==> src/rtl/vmb_pkg.sv <==
// ============================================================================
// vmb_pkg: shared types and constants for the 2D view matrix builder
// Widths, angle constants, the arctangent table and the structures that
// travel between the pipeline parts.
// ============================================================================
package vmb_pkg;

    // CORDIC iteration count (8 to 24).
    localparam int CORD_STEPS = 16;

    // Field and datapath widths.
    localparam int ANG_W  = 26;   // angle, Q9.16 degrees
    localparam int XY_W   = 34;   // CORDIC x and y, Q2.30 with headroom
    localparam int C_W    = 18;   // rounded cosine and sine, Q16
    localparam int EXT_W  = 17;   // extents and edge sums
    localparam int ZOOM_W = 24;   // zoom, unsigned Q8.16
    localparam int MAG_W  = 16;   // extent magnitude, divisor
    localparam int P_W    = 36;   // edge sum times cosine or sine
    localparam int U_W    = 37;   // sum of two such products
    localparam int ZC_W   = 43;   // zoom times cosine or sine
    localparam int HALF_W = 19;   // half of a split product operand
    localparam int PU_W   = 44;   // zoom times one half
    localparam int NUM_W  = 60;   // full numerator
    localparam int DIVN_W = 44;   // dividend after the fixed 2^16 scale
    localparam int Q_W    = 32;   // quotient bits
    localparam int LANES  = 6;    // one divider per matrix entry

    localparam logic signed [ANG_W-1:0] DEG360 = ANG_W'(23592960);
    localparam logic signed [ANG_W-1:0] DEG180 = ANG_W'(11796480);
    localparam logic signed [ANG_W-1:0] DEG90  = ANG_W'(5898240);
    localparam logic signed [XY_W-1:0]  CORD_X0 = XY_W'(652032874);
    localparam logic signed [XY_W-1:0]  CORD_RND = XY_W'(8192);

    // Viewport geometry that rides along with the angle.
    typedef struct packed {
        logic signed [EXT_W-1:0] w;
        logic signed [EXT_W-1:0] h;
        logic signed [EXT_W-1:0] sx;
        logic signed [EXT_W-1:0] sy;
        logic [ZOOM_W-1:0]       zoom;
        logic                    flip;
        logic                    bad;
    } geom_t;

    // Extent magnitudes and signs used while the numerators are formed.
    typedef struct packed {
        logic [MAG_W-1:0] wm;
        logic [MAG_W-1:0] hm;
        logic             wn;
        logic             hn;
        logic             flip;
        logic             bad;
    } num_side_t;

    // One divider lane's operands.
    typedef struct packed {
        logic [DIVN_W-1:0] num;
        logic [MAG_W-1:0]  den;
        logic              neg;
        logic              kill;
    } lane_in_t;

    // Arctangent of 2^-i in Q16 degrees.
    function automatic logic [22:0] atan_q16(input int unsigned idx);
        logic [22:0] v;
        case (idx)
            0:       v = 23'd2949120;
            1:       v = 23'd1740967;
            2:       v = 23'd919879;
            3:       v = 23'd466945;
            4:       v = 23'd234379;
            5:       v = 23'd117304;
            6:       v = 23'd58666;
            7:       v = 23'd29335;
            8:       v = 23'd14668;
            9:       v = 23'd7334;
            10:      v = 23'd3667;
            11:      v = 23'd1833;
            12:      v = 23'd917;
            13:      v = 23'd458;
            14:      v = 23'd229;
            15:      v = 23'd115;
            16:      v = 23'd57;
            17:      v = 23'd29;
            18:      v = 23'd14;
            19:      v = 23'd7;
            20:      v = 23'd4;
            21:      v = 23'd2;
            22:      v = 23'd1;
            default: v = 23'd0;
        endcase
        return v;
    endfunction

endpackage

==> src/rtl/vmb_div.sv <==
// ============================================================================
// vmb_div: pipelined divider lane
// Restoring division with one quotient bit per stage, overflow detection,
// sign application and saturation to signed Q16.16.
// ============================================================================
module vmb_div (
    input  logic                          clk,
    input  logic                          rst_n,
    input  logic                          en,
    input  logic                          in_valid,
    input  vmb_pkg::lane_in_t             op,
    output logic                          out_valid,
    output logic                          out_kill,
    output logic signed [vmb_pkg::Q_W-1:0] result
);
    import vmb_pkg::*;

    localparam int NST = Q_W + 2;

    logic             valid_reg [NST];
    logic [MAG_W-1:0] rem_reg   [Q_W+1];
    logic [Q_W-1:0]   ql_reg    [Q_W+1];
    logic [MAG_W-1:0] den_reg   [Q_W+1];
    logic             neg_reg   [Q_W+1];
    logic             ovf_reg   [Q_W+1];
    logic             kill_reg  [Q_W+1];
    logic signed [Q_W-1:0] res_reg;
    logic             kill_out_reg;

    always_ff @(posedge clk or negedge rst_n)
    begin
        if (!rst_n)
        begin
            for (int k = 0; k < NST; k++)
            begin
                valid_reg[k] <= 1'b0;
            end
        end
        else if (en)
        begin
            valid_reg[0] <= in_valid;
            for (int k = 1; k < NST; k++)
            begin
                valid_reg[k] <= valid_reg[k-1];
            end
        end
    end

    // Entry stage: a high part not below the divisor means the quotient
    // does not fit in the quotient width.
    always_ff @(posedge clk)
    begin
        if (en)
        begin
            rem_reg[0]  <= MAG_W'(op.num[DIVN_W-1:Q_W]);
            ql_reg[0]   <= op.num[Q_W-1:0];
            den_reg[0]  <= op.den;
            neg_reg[0]  <= op.neg;
            kill_reg[0] <= op.kill;
            ovf_reg[0]  <= MAG_W'(op.num[DIVN_W-1:Q_W]) >= op.den;
        end
    end

    // One quotient bit per stage; quotient bits shift in behind the dividend.
    for (genvar i = 0; i < Q_W; i++)
    begin : g_bit
        logic [MAG_W:0] trial;
        logic [MAG_W:0] diff;
        logic           ge;

        assign trial = {rem_reg[i], ql_reg[i][Q_W-1]};
        assign diff  = trial - {1'b0, den_reg[i]};
        assign ge    = trial >= {1'b0, den_reg[i]};

        always_ff @(posedge clk)
        begin
            if (en)
            begin
                rem_reg[i+1]  <= ge ? diff[MAG_W-1:0] : trial[MAG_W-1:0];
                ql_reg[i+1]   <= {ql_reg[i][Q_W-2:0], ge};
                den_reg[i+1]  <= den_reg[i];
                neg_reg[i+1]  <= neg_reg[i];
                ovf_reg[i+1]  <= ovf_reg[i];
                kill_reg[i+1] <= kill_reg[i];
            end
        end
    end

    // Sign and saturation; a zero extent forces zero.
    logic [Q_W-1:0] q;
    logic           sat_pos;
    logic           sat_neg;

    assign q       = ql_reg[Q_W];
    assign sat_pos = ovf_reg[Q_W] | q[Q_W-1];
    assign sat_neg = ovf_reg[Q_W] | (q[Q_W-1] & (q[Q_W-2:0] != '0));

    always_ff @(posedge clk)
    begin
        if (en)
        begin
            kill_out_reg <= kill_reg[Q_W];
            if (kill_reg[Q_W])
            begin
                res_reg <= '0;
            end
            else if (neg_reg[Q_W])
            begin
                res_reg <= sat_neg ? {1'b1, {(Q_W-1){1'b0}}} : $signed(-q);
            end
            else
            begin
                res_reg <= sat_pos ? {1'b0, {(Q_W-1){1'b1}}} : $signed(q);
            end
        end
    end

    assign out_valid = valid_reg[NST-1];
    assign out_kill  = kill_out_reg;
    assign result    = res_reg;

endmodule
==> config.mk <==
export PLATFORM = sky130hd
export DESIGN_NAME = vmb_div
export DESIGN_NICKNAME = d
export VERILOG_FILES = /design/src/rtl/vmb_pkg.sv /design/src/rtl/vmb_div.sv
export SDC_FILE = /design/constraint.sdc
export NUM_CORES = 2
export LEC_CHECK = 0
export ABC_AREA = 1
export CAP_MARGIN = 30
export CORE_UTILIZATION = 55
export DETAILED_ROUTE_END_ITERATION = 10
export DONT_BUFFER_PORTS = 1
export GPL_TIMING_DRIVEN = 1
export PLACE_DENSITY = 0.7
export SLEW_MARGIN = 20
export SYNTH_ARGS = -nofsm -noshare
export SYNTH_HDL_FRONTEND = slang
export SYNTH_SLANG_ARGS = --single-unit
export TNS_END_PERCENT = 30
==> constraint.sdc <==
create_clock -name clk -period 3.94 [get_ports clk]
set_input_delay 1.182 -clock clk [delete_from_list [all_inputs] [get_ports clk]]
set_output_delay 1.182 -clock clk [all_outputs]
set_load 0.02 [all_outputs]
Word-level counts from Yosys, hierarchy flattened
Memory sizes are Yosys's and may differ from the RTL's.
Cells that the tools add are included.
- logic and storage cells: 149
- memory bits (writable): 2211
- output and inout bits: 34
- memories kept: 6
- bits of input ports: 66
- flip-flop bits (word level): 67
- memories (memory ; words ; bits a word ; rd ports ; clocked after Yosys merged registers in ; wr ports ; line ; RTL):
    ql_reg ; 33 ; 32 ; 33 ; 0 ; 33 ; vmb_div.sv:22 ; logic [Q_W-1:0] ql_reg [Q_W+1];
    den_reg ; 33 ; 16 ; 32 ; 0 ; 33 ; vmb_div.sv:23 ; logic [MAG_W-1:0] den_reg [Q_W+1];
    rem_reg ; 33 ; 16 ; 32 ; 0 ; 33 ; vmb_div.sv:21 ; logic [MAG_W-1:0] rem_reg [Q_W+1];
    kill_reg ; 33 ; 1 ; 33 ; 0 ; 33 ; vmb_div.sv:26 ; logic kill_reg [Q_W+1];
    neg_reg ; 33 ; 1 ; 33 ; 0 ; 33 ; vmb_div.sv:24 ; logic neg_reg [Q_W+1];
    ovf_reg ; 33 ; 1 ; 33 ; 0 ; 33 ; vmb_div.sv:25 ; logic ovf_reg [Q_W+1];
- bitwise logic cells: 3
- $add $sub $neg: 33
- reductions and logical operators: 1
- muxes and demuxes: 37
- $lt $le $gt $ge: 33
- operators with widths (kind ; number):
    >= comparator 17 x 16 -> 1 bit ; 32
    two-way mux 16 bit ; 32
    subtractor 16 bit ; 32
    two-way mux 32 bit ; 3
    negator 32 bit ; 1
    nonzero test 31 bit ; 1
    >= comparator 12 x 16 -> 1 bit ; 1
    two-way mux 1 bit ; 2
    OR 1 bit ; 2
    AND 1 bit ; 1

Longest topological paths before layout
- depth in word-level cells: 5
- gate-level depth with buffers: 14
- mapped depth without buffers: 14

Worst setup path after synthesis
No wires, ideal clock.
- path kind: input -> register
- from: input port op[5] (netlist name)
- to: memory ovf_reg[0][0], data pin
- stages: 8
- buffers on the path: 0
- arrival: 1942 ps
- data required time: 3687 ps
- setup time: 253 ps
- setup slack: 1744 ps
- cells stage by stage: inv_1 ha_1 a21oi_1 o21ai_0 nand2_1 o2111ai_1 nand3_1 nand2_1
- RTL lines (element ; line ; RTL):
    start, declared ; vmb_div.sv:11 ; input vmb_pkg::lane_in_t op,
    end, declared ; vmb_div.sv:25 ;

Final worst setup path
- from: input port en
- to: register res_reg[31] (netlist: result[31]), enable pin
- RTL lines (element ; line ; RTL):
    start, declared ; vmb_div.sv:9 ; input logic en,
    end signal, assigned ; vmb_div.sv:109 ; res_reg <= sat_neg ? {1'b1, {(Q_W-1){1'b0}}} : $signed(-q);
    end signal, assigned ; vmb_div.sv:113 ; res_reg <= sat_pos ? {1'b0, {(Q_W-1){1'b1}}} : $signed(q);
    end, declared ; vmb_div.sv:27 ; logic signed [Q_W-1:0] res_reg;
No word-level cell between the ends.

==> flow_metrics.tcl <==
set metrics [dict create \
    dieArea_um2 194000 \
    post_route_skew_ns 0.0622 \
    initial_utilization_pct 55.4 \
    postLayoutCellArea_um2 116000 \
    routed-via-count 66000 \
    worst-r2r-setup-slack_ns 1.17 \
    largest_family_of_logic_cells_by_synthesized_area "simple AND/OR/NAND/NOR gates" \
    ys_warn_count 0 \
    numClockSinks 2242 \
    core_area_um2 190000 \
    floorplan.io_pins 100 \
    synth_async_sr_flop_share_pct 1.52 \
    final-hold-violation-count 0 \
    most-common-layout-cells "nand2_1, edfxtp_1, inv_1, nand3_1, nor2_1" \
    first_global_vias 63800 \
    mappedNetlistNets 10200 \
    synth.area.top_cells "edfxtp_1, nand2_1, ha_1, inv_1, nand3_1" \
    finalNetCount 10300 \
    hold_class "primary input to asynchronous set/reset pin" \
    synthSimpleGateAreaFrac_pct 17.8 \
    cts-htree-levels 4 \
    finalSetupViolations 0 \
    worst_skew_pair.late_latency_ns 0.90 \
    ys_dominant_reg_cell "edfxtp_1" \
    place.port_buffers 0 \
    leakage_nw 50.0 \
    register_bit_count_reported_by_yosys 2242 \
    synth_cell_types 51 \
    finalCritPeriodShare_pct 91.4 \
    ctsLongestPathBuffers 3 \
    antenna_left 0 \
    synth-edff-count 2208 \
    placed_area_um2 108000 \
    max_slew_margin_pct 19.3 \
    grt_start_max_net_pins 263 \
    fmax_mhz 278 \
    gp_routability_congestion 0.888 \
    post-synth-top-area-fraction_pct 62.8 \
    timing.critical_path.arrival_ns 4.10 \
    antenna_found_initial 1 \
    die_height_um 440 \
    yosysSeqAreaShare_pct 63.6 \
    synth_compound_area_share_pct 4.47 \
    vias_per_cell 5.32 \
    detailedRoute.firstIterationViolations 5379 \
    areaGrowthSynthToFinish_pct 9.86 \
    most_frequent_standard_cell_in_the_layout_excluding_fill_and_tap_cells "nand2_1" \
    post_synth_instance_area_um2 106000 \
    cts-resized-gates 0 \
    timing_max_transition_violations_final 0 \
    fillers 15300 \
    wire_length_of_the_first_global_routing_pass_um 348000 \
    largest_reg_flops 1056 \
    tritoncts "done" \
    synth_cells 9585 \
    multiInputGateArea_um2 33000 \
    critical_path.startpoint_type "primary input" \
    setup_repair_after_global_routing_missed_its_margin "false" \
    detailedRoute.firstPassIterationCount 7 \
    timing.critical_path.required_ns 4.44 \
    register_area_um2 67200 \
    power_per_cell_area_nw_per_um2 740 \
    transition_at_the_pin_with_the_smallest_max_transition_slack_ns 1.21 \
    critPathCaptureType "flip-flop" \
    wl_per_cell_um 17.7 \
    dp.final_hpwl_um 157000 \
    run_status "complete, no violations" \
    synthMuxAreaShare_pct 0 \
    drc_errors 0 \
    maxCapViolations 0 \
    yosys.area.top_type "edfxtp_1" \
    final_core_util_pct 60.9 \
    timing.final.crit_period_ns 3.60 \
    clkTransAtPathRegs_ns 0.07 \
    cts_root_buffer "clkbuf_16" \
    die_width_um 440 \
    global_route.overflow_total 0 \
    postRouteWirelength_um 220000 \
    core.rowCount 160 \
    synth_xor_area_share_pct 2.19 \
    final_layout_size_suffix_gt1_share_pct 6.14 \
    critical_path_peak_fanout 191 \
    synth.avg_cell_area_um2 11.0 \
    worstSetupPathType "primary input to flip-flop" \
    synth-adder-area-share_pct 6.78 \
    total_clock_buffers_created_by_cts 223 \
    grt_usage_pct 22.8 \
    setup_fix_buffers_added_after_clock_tree_synthesis 0 \
    cts_hold_buf 1 \
    vdd.ir_drop.worst_mv 0.578 \
]
==> routing by layer <==
metal | up-vias | track usage (%) | wire length [um]
met5 | - | 0 | 0
met4 | 0 | 6.29 | 5090
met3 | 320 | 2.88 | 9890
met2 | 1505 | 36.2 | 101000
met1 | 31300 | 33.2 | 104000
li1 | 32900 | - | -
==> through the flow <==
| step | total power [mW] | instances | setup slack (ns) | hold WS (ns) | TNS, ns |
|---|---|---|---|---|---|
| after global placement | 64.3 | 12000 | -0.566 | 0.400 | -190.31 |
| after detailed placement | 64.5 | 12000 | -0.869 | 0.405 | -212.45 |
| after global routing | 91.6 | 12400 | 0.208 | 0.0897 | 0 |
| after CTS | 86.2 | 12400 | 0.0684 | 0.0529 | 0 |
| final | 85.7 | 12400 | 0.338 | 0.124 | 0 |
| after floorplan | 56.2 | 9585 | 1.74 | 0.400 | 0 |
==> where the power goes <==
part | switching [mW] | internal (mW) | total [mW]
Clock | 9.12 | 12.2 | 21.4
Sequential | 2.60 | 31.9 | 34.5
Combinational | 19.7 | 10.1 | 29.9
Total | 31.5 | 54.3 | 85.7
==> critical path, cell delays in order <==
cell and delay, ns:
buf_16 0.55, buf_16 0.61, buf_16 0.43, buf_16 0.44
==> cell usage after synthesis (all sizes together) (23+ instances only) <==
cell / instances
edfxtp: 2208
a21oi: 479
xnor2: 67
fa: 31
nand3b: 36
nor3: 66
dfrtp: 34
nor2: 666
nor4: 32
a21o: 83
ha: 522
nand3: 861
nand2: 2624
xor2: 197
buf: 97
o21ai: 264
and2: 23
nand4: 26
o21bai: 24
inv: 1212
==> logic make-up (layout without fill, tap and decap cells) <==
family,Yosys count,after routing
other,0,2
and+or+nand+nor,4340,4340
DFF,2242,2242
buffers and inverters,1328,1647
xor gates and xnor gates,264,264
AOI/OAI and AO/OA,858,858
adders and majority gates,553,553
==> final cells by class <==
class                           count  share of cell area [%]
Antenna cell                        2                 0.00432
Clock buffer                      253                    4.91
Clock inverter                    151                    1.54
Inverter                         1212                    3.92
Multi-Input combinational cell   6015                    28.5
Sequential cell                  2242                    57.9
Tap cell                         2511                    2.71
Timing Repair Buffer               31                   0.512
==> final timing paths <==
| path | start | end | cells past startpoint |
|---|---|---|---|
| max in group asynchronous | rst_n | valid_reg[24]$_DFFE_PN0P_ | 1 |
| max | en | result[31]$_SDFFCE_PP0P_ | 4 |
| max reg2reg | rem_reg[0][205]$_DFFE_PP_ | rem_reg[0][223]$_DFFE_PP_ | 9 |
| min | rst_n | out_valid$_DFFE_PN0P_ | 1 |
| min reg2reg | ql_reg[25][3]$_DFFE_PP_ | ql_reg[26][4]$_DFFE_PP_ | 0 |
| min in group clk | op[46] | ql_reg[0][28]$_DFFE_PP_ | 0 |
Note: power is estimated with default switching activity, not from simulation.
